`config.mk`:
```
export PLATFORM = sky130hd
export DESIGN_NAME = first_fit_page_allocator_unit
export DESIGN_NICKNAME = d
export VERILOG_FILES = /design/src/rtl/core/ffpa_pkg.sv /design/src/rtl/core/ffpa_cell.sv /design/src/rtl/core/ffpa_chain.sv /design/src/rtl/core/first_fit_page_allocator_unit.sv
export VERILOG_INCLUDE_DIRS = /design/src /design/src/rtl/core
export SDC_FILE = /design/constraint.sdc
export NUM_CORES = 2
export LEC_CHECK = 0
export ABC_AREA = 1
export BUFFER_PORTS_ARGS = -buffer_cell sky130_fd_sc_hd__buf_2
export CORE_MARGIN = 10
export CORE_UTILIZATION = 40
export DETAILED_ROUTE_END_ITERATION = 7
export SLEW_MARGIN = 25
export SYNTH_ARGS = -nofsm -noshare
export SYNTH_HDL_FRONTEND = slang
export SYNTH_SLANG_ARGS = --single-unit
```
`constraint.sdc`:
```
create_clock -name clk_i -period 149.4 [get_ports clk_i]
set_input_delay 29.88 -clock clk_i [delete_from_list [all_inputs] [get_ports clk_i]]
set_output_delay 29.88 -clock clk_i [all_outputs]
set_load 0.05 [all_outputs]
```
`src/rtl/core/first_fit_page_allocator_unit_defines.svh`:
```
// ----------------------------------------------------------------------------
// First-fit page allocator: assertion macros
// Concurrent check wrappers; they expand to nothing in synthesis.
// ----------------------------------------------------------------------------
`ifndef FIRST_FIT_PAGE_ALLOCATOR_UNIT_DEFINES_SVH
`define FIRST_FIT_PAGE_ALLOCATOR_UNIT_DEFINES_SVH

`ifndef SYNTHESIS
`define FFPA_ASSERT_IMP(lbl, clk, rst_n, ante, cons, msg) \
  lbl: assert property (@(posedge clk) disable iff (!rst_n) (ante) |-> (cons)) \
    else $error(msg);
`define FFPA_ASSERT_NXT(lbl, clk, rst_n, ante, cons, msg) \
  lbl: assert property (@(posedge clk) disable iff (!rst_n) (ante) |=> (cons)) \
    else $error(msg);
`else
`define FFPA_ASSERT_IMP(lbl, clk, rst_n, ante, cons, msg)
`define FFPA_ASSERT_NXT(lbl, clk, rst_n, ante, cons, msg)
`endif

`endif

```
`src/rtl/core/ffpa_pkg.sv`:
```
// ----------------------------------------------------------------------------
// First-fit page allocator package
// Widths, request/response types, free-list entry type and codes.
// ----------------------------------------------------------------------------
package ffpa_pkg;

  localparam int unsigned FREE_ENTRIES = 64;
  localparam int unsigned IDX_W        = $clog2(FREE_ENTRIES);
  localparam int unsigned CNT_W        = $clog2(FREE_ENTRIES + 1);
  localparam int unsigned OFF_W        = 31;
  localparam int unsigned SIZE_W       = 32;
  localparam int unsigned STAT_W       = 3;
  localparam int unsigned SHIFT_W      = 5;
  localparam int unsigned CFG_IDX_W    = 1;

  localparam logic [STAT_W-1:0] STAT_OK      = 3'd0;
  localparam logic [STAT_W-1:0] STAT_ZERO    = 3'd1;
  localparam logic [STAT_W-1:0] STAT_EXHAUST = 3'd2;
  localparam logic [STAT_W-1:0] STAT_IGNORED = 3'd3;
  localparam logic [STAT_W-1:0] STAT_FULL    = 3'd4;

  localparam logic [CFG_IDX_W-1:0] CFG_PAGE_SHIFT = 1'd0;
  localparam logic [CFG_IDX_W-1:0] CFG_POOL_BYTES = 1'd1;

  localparam logic REQ_ALLOC = 1'b0;
  localparam logic REQ_FREE  = 1'b1;

  typedef struct packed {
    logic              req_type;
    logic [SIZE_W-1:0] req_size;
    logic [OFF_W-1:0]  block_offset;
  } req_t;

  typedef struct packed {
    logic [STAT_W-1:0] status;
    logic [OFF_W-1:0]  granted_offset;
  } rsp_t;

  typedef struct packed {
    logic [OFF_W-1:0]  start;
    logic [SIZE_W-1:0] len;
  } entry_t;

  // where the tail of the chain is fed from once the edit point is passed
  typedef enum logic [1:0] {
    SEL_HEAD,
    SEL_NEXT,
    SEL_HOLD
  } sel_e;

endpackage

```
`src/rtl/core/ffpa_cell.sv`:
```
// ----------------------------------------------------------------------------
// First-fit page allocator: list cell
// Holds one free-list entry; loads its right neighbour on shift.
// ----------------------------------------------------------------------------
module ffpa_cell (
  input  logic            clk_i,
  input  logic            shift_i,
  input  ffpa_pkg::entry_t ent_i,
  output ffpa_pkg::entry_t ent_o
);
  import ffpa_pkg::*;

  entry_t ent_q;

  always_ff @(posedge clk_i) begin
    if (shift_i) begin
      ent_q <= ent_i;
    end
  end

  assign ent_o = ent_q;

endmodule

```
`src/rtl/core/ffpa_chain.sv`:
```
// ----------------------------------------------------------------------------
// First-fit page allocator: cell chain
// Ring of list cells moving towards cell 0; the tail takes the pushed entry.
// ----------------------------------------------------------------------------
module ffpa_chain (
  input  logic             clk_i,
  input  logic             shift_i,
  input  ffpa_pkg::entry_t push_i,
  output ffpa_pkg::entry_t head0_o,
  output ffpa_pkg::entry_t head1_o
);
  import ffpa_pkg::*;

  entry_t ent [FREE_ENTRIES];

  for (genvar i = 0; i < FREE_ENTRIES; i++) begin : g_cell
    entry_t nb;
    if (i == FREE_ENTRIES - 1) begin : g_tail
      assign nb = push_i;
    end else begin : g_mid
      assign nb = ent[i+1];
    end
    ffpa_cell u_cell (
      .clk_i  (clk_i),
      .shift_i(shift_i),
      .ent_i  (nb),
      .ent_o  (ent[i])
    );
  end

  assign head0_o = ent[0];
  assign head1_o = ent[1];

endmodule

```
`src/rtl/core/first_fit_page_allocator_unit.sv`:
```
// ----------------------------------------------------------------------------
// First-fit page allocator
// Page-rounded first-fit allocation with split, bump fallback, and
// offset-ordered free with neighbour merging, over a chain of list cells.
// ----------------------------------------------------------------------------
// Channel   Direction  Handshake                    Payload
// request   in         start & !busy                req_i (req_t)
// response  out        rsp_valid_o, one cycle       rsp_o (rsp_t)
// config    in         cfg_we_i                     cfg_idx_i, cfg_wdata_i
//
// Zero-size, ignored and list-full requests answer the cycle after accept.
// Others shift the cell ring through one full turn in ST_SCAN, then ST_FIN
// registers the response and the new list count.
// busy is high in ST_SCAN and ST_FIN; requests answered from idle never raise it.
// Reset clears the list count and watermark; cell contents are not reset.
// The response cannot be stalled.
// ----------------------------------------------------------------------------
`include "first_fit_page_allocator_unit_defines.svh"

module first_fit_page_allocator_unit (
  input  logic                           clk_i,
  input  logic                           rst_ni,
  input  logic                           start,
  output logic                           busy,
  input  ffpa_pkg::req_t                 req_i,
  output logic                           rsp_valid_o,
  output ffpa_pkg::rsp_t                 rsp_o,
  input  logic                           cfg_we_i,
  input  logic [ffpa_pkg::CFG_IDX_W-1:0] cfg_idx_i,
  input  logic [ffpa_pkg::SIZE_W-1:0]    cfg_wdata_i
);
  import ffpa_pkg::*;

  typedef enum logic [2:0] {
    ST_IDLE = 3'b001,
    ST_SCAN = 3'b010,
    ST_FIN  = 3'b100
  } state_e;

  localparam logic [SIZE_W-1:0] SPACE_END = 32'h8000_0000;

  state_e              state_q, state_d;
  logic [IDX_W-1:0]    k_q, k_d;
  logic [SIZE_W:0]     need_q, need_d;
  logic [OFF_W-1:0]    off_q, off_d;
  logic [SIZE_W-1:0]   flen_q, flen_d;
  logic                free_q, free_d;
  logic                found_q, found_d;
  logic                after_q, after_d;
  sel_e                sel_q, sel_d;
  entry_t              hold_q;
  logic [OFF_W-1:0]    grant_q, grant_d;
  logic [CNT_W-1:0]    cnew_q, cnew_d;
  logic [CNT_W-1:0]    cnt_q, cnt_d;
  logic [SIZE_W-1:0]   wm_q, wm_d;
  logic [SHIFT_W-1:0]  ps_q;
  logic [SIZE_W-1:0]   pool_q;
  rsp_t                rsp_q, rsp_d;
  logic                rv_q, rv_d;

  entry_t              e0, e1, push;
  logic                v0, v1, shift;
  logic                accept;
  logic [SIZE_W:0]     mask, need_in;
  logic [SIZE_W-1:0]   space, flen_in, limit;
  logic [SIZE_W+1:0]   nw;
  logic                bef0, bef1, touch;
  logic [SIZE_W-1:0]   mlen;
  logic                mn;

  ffpa_chain u_chain (
    .clk_i  (clk_i),
    .shift_i(shift),
    .push_i (push),
    .head0_o(e0),
    .head1_o(e1)
  );

  assign accept = start && !busy;
  assign busy   = (state_q != ST_IDLE);
  assign shift  = (state_q == ST_SCAN);
  assign v0     = CNT_W'(k_q) < cnt_q;
  assign v1     = (CNT_W'(k_q) + CNT_W'(1)) < cnt_q;

  // page rounding at 33 bits, never wraps
  assign mask    = (33'd1 << ps_q) - 33'd1;
  assign need_in = ({1'b0, req_i.req_size} + mask) & ~mask;
  assign space   = SPACE_END - {1'b0, req_i.block_offset};
  assign flen_in = (need_in > {1'b0, space}) ? space : need_in[SIZE_W-1:0];
  assign limit   = (pool_q > SPACE_END) ? SPACE_END : pool_q;
  assign nw      = {2'b0, wm_q} + {1'b0, need_q};

  assign bef0  = v0 && (e0.start < off_q);
  assign bef1  = v1 && (e1.start < off_q);
  assign touch = ({2'b0, e0.start} + {1'b0, e0.len}) == {2'b0, off_q};

  always_comb begin
    state_d = state_q;
    k_d     = k_q;
    need_d  = need_q;
    off_d   = off_q;
    flen_d  = flen_q;
    free_d  = free_q;
    found_d = found_q;
    after_d = after_q;
    sel_d   = sel_q;
    grant_d = grant_q;
    cnew_d  = cnew_q;
    cnt_d   = cnt_q;
    wm_d    = wm_q;
    rsp_d   = rsp_q;
    rv_d    = 1'b0;
    push    = e0;
    mlen    = '0;
    mn      = 1'b0;

    case (state_q)
      ST_IDLE: begin
        if (accept) begin
          need_d  = need_in;
          off_d   = req_i.block_offset;
          flen_d  = flen_in;
          free_d  = req_i.req_type;
          found_d = 1'b0;
          after_d = 1'b0;
          sel_d   = SEL_HEAD;
          grant_d = '0;
          k_d     = '0;
          rsp_d.granted_offset = '0;
          if (req_i.req_type == REQ_ALLOC) begin
            cnew_d = cnt_q;
            if (req_i.req_size == '0) begin
              rsp_d.status = STAT_ZERO;
              rv_d = 1'b1;
            end else begin
              state_d = ST_SCAN;
            end
          end else begin
            cnew_d = cnt_q + CNT_W'(1);
            if ({1'b0, req_i.block_offset} >= pool_q) begin
              rsp_d.status = STAT_IGNORED;
              rv_d = 1'b1;
            end else if (cnt_q >= CNT_W'(FREE_ENTRIES)) begin
              rsp_d.status = STAT_FULL;
              rv_d = 1'b1;
            end else begin
              state_d = ST_SCAN;
            end
          end
        end
      end

      ST_SCAN: begin
        // default tail feed once past the edit point
        case (sel_q)
          SEL_HEAD: push = e0;
          SEL_NEXT: push = e1;
          SEL_HOLD: push = hold_q;
          default:  push = e0;
        endcase
        if (!free_q) begin
          if (!found_q) begin
            push = e0;
            if (v0 && ({1'b0, e0.len} >= need_q)) begin
              found_d = 1'b1;
              grant_d = e0.start;
              if ({1'b0, e0.len} > need_q) begin
                push.start = e0.start + need_q[OFF_W-1:0];
                push.len   = e0.len - need_q[SIZE_W-1:0];
                sel_d      = SEL_HEAD;
              end else begin
                push   = e1;
                sel_d  = SEL_NEXT;
                cnew_d = cnew_q - CNT_W'(1);
              end
            end
          end
        end else if (!after_q) begin
          push = e0;
          if (bef0) begin
            if (!bef1 && touch) begin
              // merge with the block before, then maybe the one after
              mlen = e0.len + flen_q;
              mn   = v1 && (({2'b0, e0.start} + {1'b0, mlen}) == {2'b0, e1.start});
              push.start = e0.start;
              push.len   = mn ? (mlen + e1.len) : mlen;
              after_d    = 1'b1;
              sel_d      = mn ? SEL_NEXT : SEL_HEAD;
              cnew_d     = mn ? (cnew_q - CNT_W'(2)) : (cnew_q - CNT_W'(1));
            end
          end else begin
            mn = v0 && (({2'b0, off_q} + {1'b0, flen_q}) == {2'b0, e0.start});
            push.start = off_q;
            push.len   = mn ? (flen_q + e0.len) : flen_q;
            after_d    = 1'b1;
            sel_d      = mn ? SEL_HEAD : SEL_HOLD;
            cnew_d     = mn ? (cnew_q - CNT_W'(1)) : cnew_q;
          end
        end
        k_d = k_q + IDX_W'(1);
        if (k_q == IDX_W'(FREE_ENTRIES - 1)) begin
          state_d = ST_FIN;
        end
      end

      ST_FIN: begin
        cnt_d   = cnew_q;
        rv_d    = 1'b1;
        state_d = ST_IDLE;
        rsp_d.status         = STAT_OK;
        rsp_d.granted_offset = grant_q;
        if (!free_q && !found_q) begin
          if (nw > {2'b0, limit}) begin
            rsp_d.status         = STAT_EXHAUST;
            rsp_d.granted_offset = '0;
          end else begin
            rsp_d.granted_offset = wm_q[OFF_W-1:0];
            wm_d                 = nw[SIZE_W-1:0];
          end
        end
      end

      default: begin
        state_d = ST_IDLE;
      end
    endcase
  end

  always_ff @(posedge clk_i or negedge rst_ni) begin
    if (!rst_ni) begin
      state_q <= ST_IDLE;
      k_q     <= '0;
      need_q  <= '0;
      off_q   <= '0;
      flen_q  <= '0;
      free_q  <= 1'b0;
      found_q <= 1'b0;
      after_q <= 1'b0;
      sel_q   <= SEL_HEAD;
      grant_q <= '0;
      cnew_q  <= '0;
      cnt_q   <= '0;
      wm_q    <= '0;
      ps_q    <= 5'd12;
      pool_q  <= 32'h1000_0000;
      rsp_q   <= '0;
      rv_q    <= 1'b0;
    end else begin
      state_q <= state_d;
      k_q     <= k_d;
      need_q  <= need_d;
      off_q   <= off_d;
      flen_q  <= flen_d;
      free_q  <= free_d;
      found_q <= found_d;
      after_q <= after_d;
      sel_q   <= sel_d;
      grant_q <= grant_d;
      cnew_q  <= cnew_d;
      cnt_q   <= cnt_d;
      wm_q    <= wm_d;
      rsp_q   <= rsp_d;
      rv_q    <= rv_d;
      if (cfg_we_i) begin
        case (cfg_idx_i)
          CFG_PAGE_SHIFT: ps_q   <= cfg_wdata_i[SHIFT_W-1:0];
          CFG_POOL_BYTES: pool_q <= cfg_wdata_i;
          default: ;
        endcase
      end
    end
  end

  // previous head, fed back when an inserted block pushes the list along
  always_ff @(posedge clk_i) begin
    if (shift) begin
      hold_q <= e0;
    end
  end

  assign rsp_valid_o = rv_q;
  assign rsp_o       = rsp_q;

  `FFPA_ASSERT_IMP(a_cnt_bound, clk_i, rst_ni, 1'b1, cnt_q <= CNT_W'(FREE_ENTRIES), "list count overflow")
  `FFPA_ASSERT_NXT(a_fin_resp, clk_i, rst_ni, state_q == ST_FIN, rsp_valid_o && !busy, "no response after scan")
  `FFPA_ASSERT_IMP(a_resp_src, clk_i, rst_ni, rsp_valid_o, $past(accept) || $past(state_q == ST_FIN), "stray response")
  `FFPA_ASSERT_IMP(a_scan_busy, clk_i, rst_ni, state_q == ST_SCAN, !rsp_valid_o, "response during scan")

endmodule

```
==> flow_summary.ini <==
[synthesis]
synth_edf_count = 4095
synth_top_cell_area_share_pct = 75.0
yosys.area_share.adder_pct = 3.59
synth_area_per_cell_um2 = 15.0
synth_flop_cell = edfxtp_1
yosys.area.top_type = edfxtp_1
synth_top_family_by_area = simple AND/OR/NAND/NOR gates
syn-instance-count = 10900
ys_ff_latch = 4354
synth_nets = 11500
syn_area_mm2 = 0.164
synth-simple-area-share_pct = 8.41
synthMuxAreaShare_pct = 0
synth_warnings = 0
seq_area_frac_synth_pct = 78.9
synth-xor-area-share_pct = 1.59
ys_types = 72
synthTopCellsByArea = edfxtp_1 (75%), nand2_1 (4.4%), dfrtp_1 (3.9%), ha_1 (3.5%), inv_1 (2.0%)
yosys.cell_count.top_type = edfxtp_1
synthArstFlopShare_pct = 5.95
synth_compound_area_share_pct = 4.89
synthTopCellsByCount = edfxtp_1 (4095), nand2_1 (1934), inv_1 (887), o21ai_0 (587), a21oi_1 (550)

[critical_path]
setup.worst_path.end_class = register
rrSetupSlack_ns = 140.63
worstPathRequired_ns = 150.27
slowest_delay_ns = 0.67
crit_buf_inv = 3
worstSetupPathType = input port to register
cp_slowest_cell = nand2_1
r2r-start = ps_q[2]
start_kind = input port
critPathLaunch = req_i[31]
cpMostUsedCell = nand2_1
worstPathArrival_ns = 35.35
critical-path-top-delay-family = simple AND/OR/NAND/NOR gates
cp_max_fo = 48

[run]
drv_cap = 0

[sta]
hold_viol = 0
fin_crit_ns = 34.48
slew_headroom_pct = 12.3
whs_ns = 0.356
fin_skew_ns = 0.114
tightestPinTransition_ns = 1.31
setup_viol = 0
slew_viol_final = 0
period_share_pct = 23.1
fmax_mhz = 29.0
rsz0062_at_grt = false
tns_ns = 0

[floorplanning]
coreArea_mm2 = 0.409
io_pins = 137
die_x_um = 660
die_h_um = 660
rows = 235
die_area_mm2 = 0.436
initial_core_util_pct = 40.1

[clock_tree]
clk_path_buf_depth = 4
numCtsBuffers = 426
holdBufCountCts = 0
clk_latency_ns = 1.01
cts.sinks = 4354
cts_setup_buffers = 0
tritoncts = done
post_cts_resized = 0
root_buffer = clkbuf_16
cts.clk_slew.worst_paths_ns = 0.06
htree_levels = 5

[cells_and_area]
final_nets = 12000
synthToLayoutAreaGrowth_pct = 13.3
multi_input_area_mm2 = 0.0304
drive_above_1_share_pct = 8.48
n_fill_cell = 35600
seqCellArea_mm2 = 0.129

[hold_path]
min_from = u_chain.g_cell[12].u_cell.ent_o[22]
min_path_type = register to register

[global_route]
antenna_found_initial = 53
overflow = 0
grt_pass1_wl_um = 642000
grt_usage_pct = 20.3
grt_max_degree = 206
grt_pass1_vias = 87500

[routing]
wl_per_cell_um = 26.2
antenna_left = 0
drt_first_iter_violations = 8631
routed_wl_um = 452000
vias_per_cell = 5.15
first_pass_iters = 6
routed-via-count = 88900
drc = 0

[status]
outcome = finished clean

[placed_design]
numPortBuffers = 136
hpwl_um = 311000
gp_congestion = 0.917

[power]
vdd.ir_drop.worst_mv = 0.0134
leakagePower_nw = 63.7
p_per_area_mw_per_mm2 = 22.2
==> cells by family after synthesis <==
kind of cell	Yosys count
flip-flops	4354
AND/OR/NAND/NOR	3269
AO/OA/AOI/OAI	1450
buffers and inverters	1110
adder cells (fa/ha/maj)	465
XOR/XNOR	297
other	1
==> routing by layer <==
| layer | wire length, um | GRT usage, % | share of wire, % |
|---|---|---|---|
| met5 | 47 | 0 | 0.010 |
| met4 | 18800 | 7.67 | 4.1 |
| met1 | 210000 | 29.5 | 46 |
| met2 | 199000 | 30.7 | 44 |
| met3 | 24900 | 3.33 | 5.5 |
==> state kept, by name, summed over array words and instances, names as in the netlist <==
signal and flops:
rsp_valid_o 1, wm_q 32, after_q 1, off_q 31
cnt_q 7, pool_q 32, u_chain.g_cell.u_cell.ent_o 4032, k_q 6
need_q 33, cnew_q 7, free_q 1, hold_q 63
flen_q 32, sel_q 2, ps_q 5, found_q 1
state_q 3, rsp_o 34, grant_q 31
==> where the power goes <==
| group | total (mW) | switching (mW) | internal (mW) | leakage [nW] |
|---|---|---|---|---|
| Combinational | 1.31 | 0.974 | 0.339 | 19.6 |
| Sequential | 1.79 | 0.114 | 1.67 | 37.5 |
| Clock | 1.03 | 0.455 | 0.577 | 6.57 |
==> final timing paths <==
kind,to,cells after the start
min in group asynchronous,pool_q[22],1
setup / recovery,flen_q[0],33
max in group asynchronous,off_q[9],3
setup reg to reg,flen_q[0],37
hold / removal,u_chain.g_cell[11].u_cell.ent_o[22],0
hold reg to reg,u_chain.g_cell[11].u_cell.ent_o[22],0
==> layout make-up <==
| class | count | share of cell area (%) |
|---|---|---|
| multi-input cells | 5482 | 16.4 |
| flip-flops and latches | 4354 | 69.7 |
| repair buffers | 293 | 1.14 |
| clock buffers | 539 | 6.01 |
| well taps | 5451 | 3.67 |
| clock inverters | 245 | 1.27 |
| diodes | 23 | 0.0310 |
| inverters | 898 | 1.82 |
==> cells in the final DEF (no fill, tap or decap), drive strengths merged, types with 182 or more instances in the layout <==
| cell type | netlist | layout |
|---|---|---|
| inv | 894 | 918 |
| o21ai | 630 | 630 |
| ha | 456 | 456 |
| buf | 64 | 293 |
| nor2 | 556 | 556 |
| nand3 | 463 | 463 |
| dfrtp | 255 | 255 |
| edfxtp | 4095 | 4095 |
| a21oi | 553 | 553 |
| xor2 | 182 | 182 |
| clkinv | 4 | 189 |
| clkbuf | 148 | 539 |
| nand2 | 1947 | 1947 |
==> metrics by stage <==
step / instances / worst slack, ns / util [%] / area, um^2 / power (mW)
after floorplan: 10900 / 26.36 / - / 164000 / 4.34
after global placement: 16500 / 113.26 / 42.0 / 172000 / 3.11
after detailed placement: 16500 / 113.91 / 42.1 / 172000 / 3.11
after CTS: 17300 / 114.93 / 45.4 / 186000 / 4.16
after global routing: 17300 / 114.48 / 45.4 / 186000 / 4.36
final: 17300 / 114.92 / 45.4 / 186000 / 4.13
==> worst reg2reg max path: cells and delay by family (launching register included) <==
kind,cells,cell delay (ns)
xor+xnor,1,0.45
compound gates,6,1.70
fa+ha+maj,3,0.95
flops,1,0.79
simple gates,21,3.79
buf+inv,6,1.03
(Power assumes the default switching activity.)
